`src/rtl/vertex_dedup_indexer_unit_defines.svh`:
```
// ---------------------------------------------------------------------------
// Vertex dedup indexer assertion macros
// Shared property forms for the checks at the end of the top-level indexer module.
// ---------------------------------------------------------------------------
`ifndef VERTEX_DEDUP_INDEXER_UNIT_DEFINES_SVH
`define VERTEX_DEDUP_INDEXER_UNIT_DEFINES_SVH

// same-cycle implication
`define VDI_ASSERT_NOW(label, clk, rst, ante, cons) \
  label: assert property (@(posedge clk) disable iff (rst) (ante) |-> (cons)) \
    else $error("vertex dedup indexer check failed");

// next-cycle implication
`define VDI_ASSERT_NEXT(label, clk, rst, ante, cons) \
  label: assert property (@(posedge clk) disable iff (rst) (ante) |=> (cons)) \
    else $error("vertex dedup indexer check failed");

`endif

```
`src/rtl/vdi_pkg.sv`:
```
// ---------------------------------------------------------------------------
// Vertex dedup indexer package
// Types, sizes and codes shared by the indexer modules.
// ---------------------------------------------------------------------------
package vdi_pkg;

  localparam int MAX_VERTICES = 4096;
  localparam int INDEX_LIMIT  = 65535;
  localparam int ADDR_W       = $clog2(MAX_VERTICES);
  localparam int CNT_W        = $clog2(MAX_VERTICES + 1);
  localparam int IDX_W        = 12;
  localparam int EPS_W        = 31;
  localparam int WIN_W        = 13;
  localparam int CFG_ADDR_W   = 2;
  localparam int CFG_DATA_W   = 31;
  localparam int COMP_W       = 32;
  localparam int LANES        = 8;

  localparam logic [CNT_W-1:0] CAPACITY =
    CNT_W'((MAX_VERTICES > INDEX_LIMIT - 1) ? INDEX_LIMIT - 1 : MAX_VERTICES);

  typedef enum logic [CFG_ADDR_W-1:0] {
    CFG_EPSILON       = 2'd0,
    CFG_WINDOW        = 2'd1,
    CFG_USE_NORMALS   = 2'd2,
    CFG_USE_TEXCOORDS = 2'd3
  } cfg_reg_t;

  typedef enum logic [1:0] {
    S_IDLE,
    S_SCAN,
    S_DONE
  } state_t;

  typedef struct packed {
    logic signed [COMP_W-1:0] pos_x;
    logic signed [COMP_W-1:0] pos_y;
    logic signed [COMP_W-1:0] pos_z;
    logic signed [COMP_W-1:0] norm_x;
    logic signed [COMP_W-1:0] norm_y;
    logic signed [COMP_W-1:0] norm_z;
    logic signed [COMP_W-1:0] tex_s;
    logic signed [COMP_W-1:0] tex_t;
  } in_t;

  typedef struct packed {
    logic [IDX_W-1:0] vertex_index;
    logic             is_new;
    logic             store_full;
  } out_t;

  typedef struct packed {
    logic              valid;
    logic [ADDR_W-1:0] idx;
  } scan_tag_t;

  typedef struct packed {
    logic              valid;
    logic              hit;
    logic [ADDR_W-1:0] idx;
  } match_t;

  typedef struct packed {
    logic              en;
    logic              norm_en;
    logic              tex_en;
    logic [ADDR_W-1:0] addr;
  } store_wr_t;

endpackage

```
`src/rtl/vdi_match_unit.sv`:
```
// ---------------------------------------------------------------------------
// Vertex match unit
// Two-stage compare of one stored entry against the request: lane
// differences, then tolerance check and mode masking.
// ---------------------------------------------------------------------------
module vdi_match_unit (
  input  logic                          clk,
  input  logic                          rst,
  input  vdi_pkg::in_t                  rd_data,
  input  vdi_pkg::scan_tag_t            rd_tag,
  input  vdi_pkg::in_t                  item,
  input  logic [vdi_pkg::EPS_W-1:0]     epsilon,
  input  logic                          use_normals,
  input  logic                          use_texcoords,
  input  logic                          flush,
  output vdi_pkg::match_t               res,
  output logic                          pending
);

  logic signed [vdi_pkg::COMP_W-1:0] lane_a [vdi_pkg::LANES];
  logic signed [vdi_pkg::COMP_W-1:0] lane_b [vdi_pkg::LANES];
  logic signed [vdi_pkg::COMP_W:0]   diff   [vdi_pkg::LANES];
  logic        [vdi_pkg::LANES-1:0]  close;
  vdi_pkg::scan_tag_t                diff_tag;
  logic signed [vdi_pkg::COMP_W:0]   eps_pos;
  logic signed [vdi_pkg::COMP_W:0]   eps_neg;
  logic                              hit;

  assign lane_a[0] = rd_data.pos_x;
  assign lane_a[1] = rd_data.pos_y;
  assign lane_a[2] = rd_data.pos_z;
  assign lane_a[3] = rd_data.norm_x;
  assign lane_a[4] = rd_data.norm_y;
  assign lane_a[5] = rd_data.norm_z;
  assign lane_a[6] = rd_data.tex_s;
  assign lane_a[7] = rd_data.tex_t;

  assign lane_b[0] = item.pos_x;
  assign lane_b[1] = item.pos_y;
  assign lane_b[2] = item.pos_z;
  assign lane_b[3] = item.norm_x;
  assign lane_b[4] = item.norm_y;
  assign lane_b[5] = item.norm_z;
  assign lane_b[6] = item.tex_s;
  assign lane_b[7] = item.tex_t;

  always_ff @(posedge clk) begin
    for (int k = 0; k < vdi_pkg::LANES; k++) begin
      diff[k] <= $signed({lane_a[k][vdi_pkg::COMP_W-1], lane_a[k]})
               - $signed({lane_b[k][vdi_pkg::COMP_W-1], lane_b[k]});
    end
  end

  assign eps_pos = $signed({2'b00, epsilon});
  assign eps_neg = -eps_pos;

  always_comb begin
    for (int k = 0; k < vdi_pkg::LANES; k++) begin
      close[k] = (diff[k] <= eps_pos) && (diff[k] >= eps_neg);
    end
    hit = (&close[2:0])
       && (!use_normals || (&close[5:3]))
       && (!use_texcoords || (&close[7:6]));
  end

  always_ff @(posedge clk) begin
    if (rst) begin
      diff_tag.valid <= 1'b0;
      res.valid      <= 1'b0;
    end else begin
      diff_tag.valid <= rd_tag.valid && !flush;
      res.valid      <= diff_tag.valid && !flush;
    end
    diff_tag.idx <= rd_tag.idx;
    res.hit      <= hit;
    res.idx      <= diff_tag.idx;
  end

  assign pending = diff_tag.valid;

endmodule

```
`config.mk`:
```
export PLATFORM = sky130hd
export DESIGN_NAME = vdi_match_unit
export DESIGN_NICKNAME = d
export VERILOG_FILES = /design/src/rtl/vertex_dedup_indexer_unit_defines.svh /design/src/rtl/vdi_pkg.sv /design/src/rtl/vdi_match_unit.sv
export SDC_FILE = /design/constraint.sdc
export NUM_CORES = 1
export LEC_CHECK = 0
export BUFFER_PORTS_ARGS = -buffer_cell sky130_fd_sc_hd__buf_2
export CAP_MARGIN = 40
export CORE_UTILIZATION = 55
export CTS_BUF_LIST = sky130_fd_sc_hd__clkbuf_16
export DETAILED_ROUTE_END_ITERATION = 12
export PLACE_DENSITY = 0.84
export RECOVER_POWER = 50
export SETUP_SLACK_MARGIN = 0.2
export SLEW_MARGIN = 15
export SYNTH_ARGS = -nofsm -noshare
export SYNTH_HDL_FRONTEND = slang
export SYNTH_SLANG_ARGS = --single-unit
```
`constraint.sdc`:
```
create_clock -name clk -period 9.2 [get_ports clk]
set_clock_uncertainty 0.2 [all_clocks]
set_input_delay 0.46 -clock clk [delete_from_list [all_inputs] [get_ports clk]]
set_output_delay 0.46 -clock clk [all_outputs]
set_load 0.005 [all_outputs]
```
==> metrics.txt <==
critical path class primary input to register; share of the synthesized area in the top cell type between 30% and 40%; Clock Path Buffers 3; R2R setup slack around 5800 ps; placed cell area 34700 µm²; HPWL after detailed placement 89200 µm; CTS root buf clkbuf_16; area of the core 55100 µm²; die height roughly 240 µm; f_max between 150 and 200 MHz; post-synthesis async set-or-reset flop share 0%; status finished, final reports clean; WP buf/inv 2; final hold viol count 0; drt wl/cell roughly 21 µm; IO Pins 576; area grow syn2layout 17.5%; worst endpoint required time 9450 ps; Main synth FF type dfxtp_1; final setup fails 0; Pwr per Cell Area 157 nW/µm²; Critical Path, Cell by Cell buf_2, inv_1, ha_1, or4b_4, nor2_1, nand3_1, nor3b_1, nand3_1, xnor2_1, ha_1, a21o_1, a21o_1, a21o_1, a211oi_1, o221ai_1, nor4_1, nor3_1, nand4bb_1, a21oi_1, and4_1; clk slew on worst S/H paths 60 ps; vias in the first global route roughly 30000; Slew Limit Fails 0; port bufs 575; slowest stage delay, CP 590 ps; via count 30677; worst flop-to-flop path endpoint res[12]; post-layout util around two thirds; CP top delay family simple AND/OR/NAND/NOR gates; most common cell after layout, fill and taps aside ha_1; Final ANT Viol Nets 0; Worst Reg-to-Reg Cells 10; die area 56700 µm²; CP dominant cell by count a21o_1; FP Rows 86; layout cell share with drive strength beyond 1 15.6%; Avg Inst Size Synth 8.29 µm²; Hold Path Class primary input to register; GRT overflow 0; Starting DRT DRC Count 2099; fill cell count 4743; Max stage delay cell, worst path xnor2_1; synthesized instance count 3695; crit path time final 5460 ps; final WL about 110000 µm; largest net degree at the start of global routing 19; cell count along the critical path 20; commonest cells after routing, fill and taps aside 747 x ha_1, 562 x buf_2, 412 x inv_1; fin crit share 59.4%; Hold Path Depth 3; launching point of the worst reg2reg path diff[0][88]; initial core utilization 55.6%; setup TNS 0 ps; synthesized flop and latch total ~290; post-route cell area about 36000 µm²; Seq/Total Area, Yosys 19.0%; DRC violations left 0; CTS buffer count 34; ranking of synthesized cells by area ha_1 31%, dfxtp_1 19%, xnor2_1 5.2%; yosys warns 0; Max VDD drop 0.0990 mV; crit path DAT 5710 ps; worst-skew pair later-pin latency 560 ps; DR pass1 iterations 6; max_slew headroom a little under 40%; unique cell type count in the Yosys netlist 80; critical path startpoint category primary input; mean number of vias per cell 5.98; CP max FO 9; Post-synth EDFFs 0; max-capacitance violation count 0; H-tree levels 2; CTS tree built; Synthesized Nets 5011; routability congestion estimate 1.02; clk sinks ~290; initial antenna violation count 6; Layout Nets 5668; launch point of the worst path epsilon[1]; CP endpoint kind register; Synth area leader ha_1; first-pass GRT wire length 160000 µm; gr usage total 36.4%; Die W 238 µm; RSZ-0062 raised after global routing false; P_leak 18.9 nW; worst-margin pin slew roughly 900 ps; mapped cell area 30600 µm²; crit path capture res[12]
[through the flow]
step	hold WS (ps)	total power [mW]	setup WS, ps	std cells
3_3_place_gp	110	4.13	2970	5033
2_1_floorplan	110	3.34	4290	3695
6_report	16.8	5.65	3740	5127
4_1_cts	10.6	5.60	3890	5122
5_1_grt	18.2	6.00	3420	5127
3_5_place_dp	113	4.18	3350	5042
[what timing repair did]
| action | CTS | global route |
|---|---|---|
| gates resized for setup | 0 | 0 |
| buffers inserted | 0 | 0 |
| hold buffers | 21 | 0 |
| hold endpoints to repair | 20 | 0 |
[metal layers]
metal / up-vias / wire [µm] / track usage, %
met5: - / 11 / 0
met4: 2 / 6590 / 21.2
met3: 330 / 8410 / 5.47
met2: 1383 / 49400 / 62.7
met1: 14134 / 41800 / 43.0
li1: 14828 / - / -
[Yosys cell counts, drive strengths merged, types with 13 or more instances]
master / instances
a2111oi: 15
a211oi: 43
a21o: 202
a21oi: 314
a221oi: 13
a31oi: 29
and2: 16
and3: 31
and4: 15
dfxtp: 291
ha: 747
inv: 408
nand2: 184
nand2b: 42
nand3: 74
nand4: 88
nor2: 220
nor2b: 70
nor3: 78
nor4: 23
o211ai: 29
o21a: 61
o21ai: 203
o21bai: 38
o31ai: 13
or2: 13
or3: 19
xnor2: 182
xor2: 54
[where the power goes]
group | leakage, nW | internal, mW | switching [mW]
clock | 0.560 | 0.813 | 0.590
combinational | 15.9 | 1.09 | 1.32
sequential | 2.45 | 1.53 | 0.307
total | 18.9 | 3.43 | 2.21
[final cells by class]
type,count,area (µm²),share of cell area [%]
clock buffers,35,876,2.43
flip-flops and latches,291,5830,16.2
well taps,748,936,2.60
inverters,408,1530,4.25
multi-input cells,2986,23200,64.6
diodes,4,10.0,0.0278
repair buffers,631,3330,9.26
clock inverters,24,253,0.702
[worst min-delay path, delay by kind of cell]
kind,cells,cell delay [ps]
adders and majority gates,1,130
buffers and inverters,2,120
[sequential cells by signal, summed over array words and instances, names as in the netlist]
signal / count
res: 14
pending: 1
diff_tag: 12
diff: 264
[worst min path at each step]
stage | start | slack [ps] | end
after global routing | item[64] | 20 | diff[1][33]
final | item[64] | 20 | diff[1][33]
after CTS | item[64] | 10 | diff[1][33]
after detailed placement | diff_tag[9] | 110 | res[9]
after floorplan | diff_tag[0] | 110 | res[0]
after global placement | diff_tag[3] | 110 | res[3]
[cell families (layout without fill, tap and decap cells)]
group	count (synthesis)	in the layout	share of synthesized area (%)
flops	291	291	19.0
other cells	0	4	0
compound gates	1085	1085	22.9
fa+ha+maj	760	760	31.2
mux	4	4	0.135
buf+inv	418	1098	5.16
xor+xnor	236	236	6.77
simple gates	901	901	14.9
(Power assumes the default switching activity.)
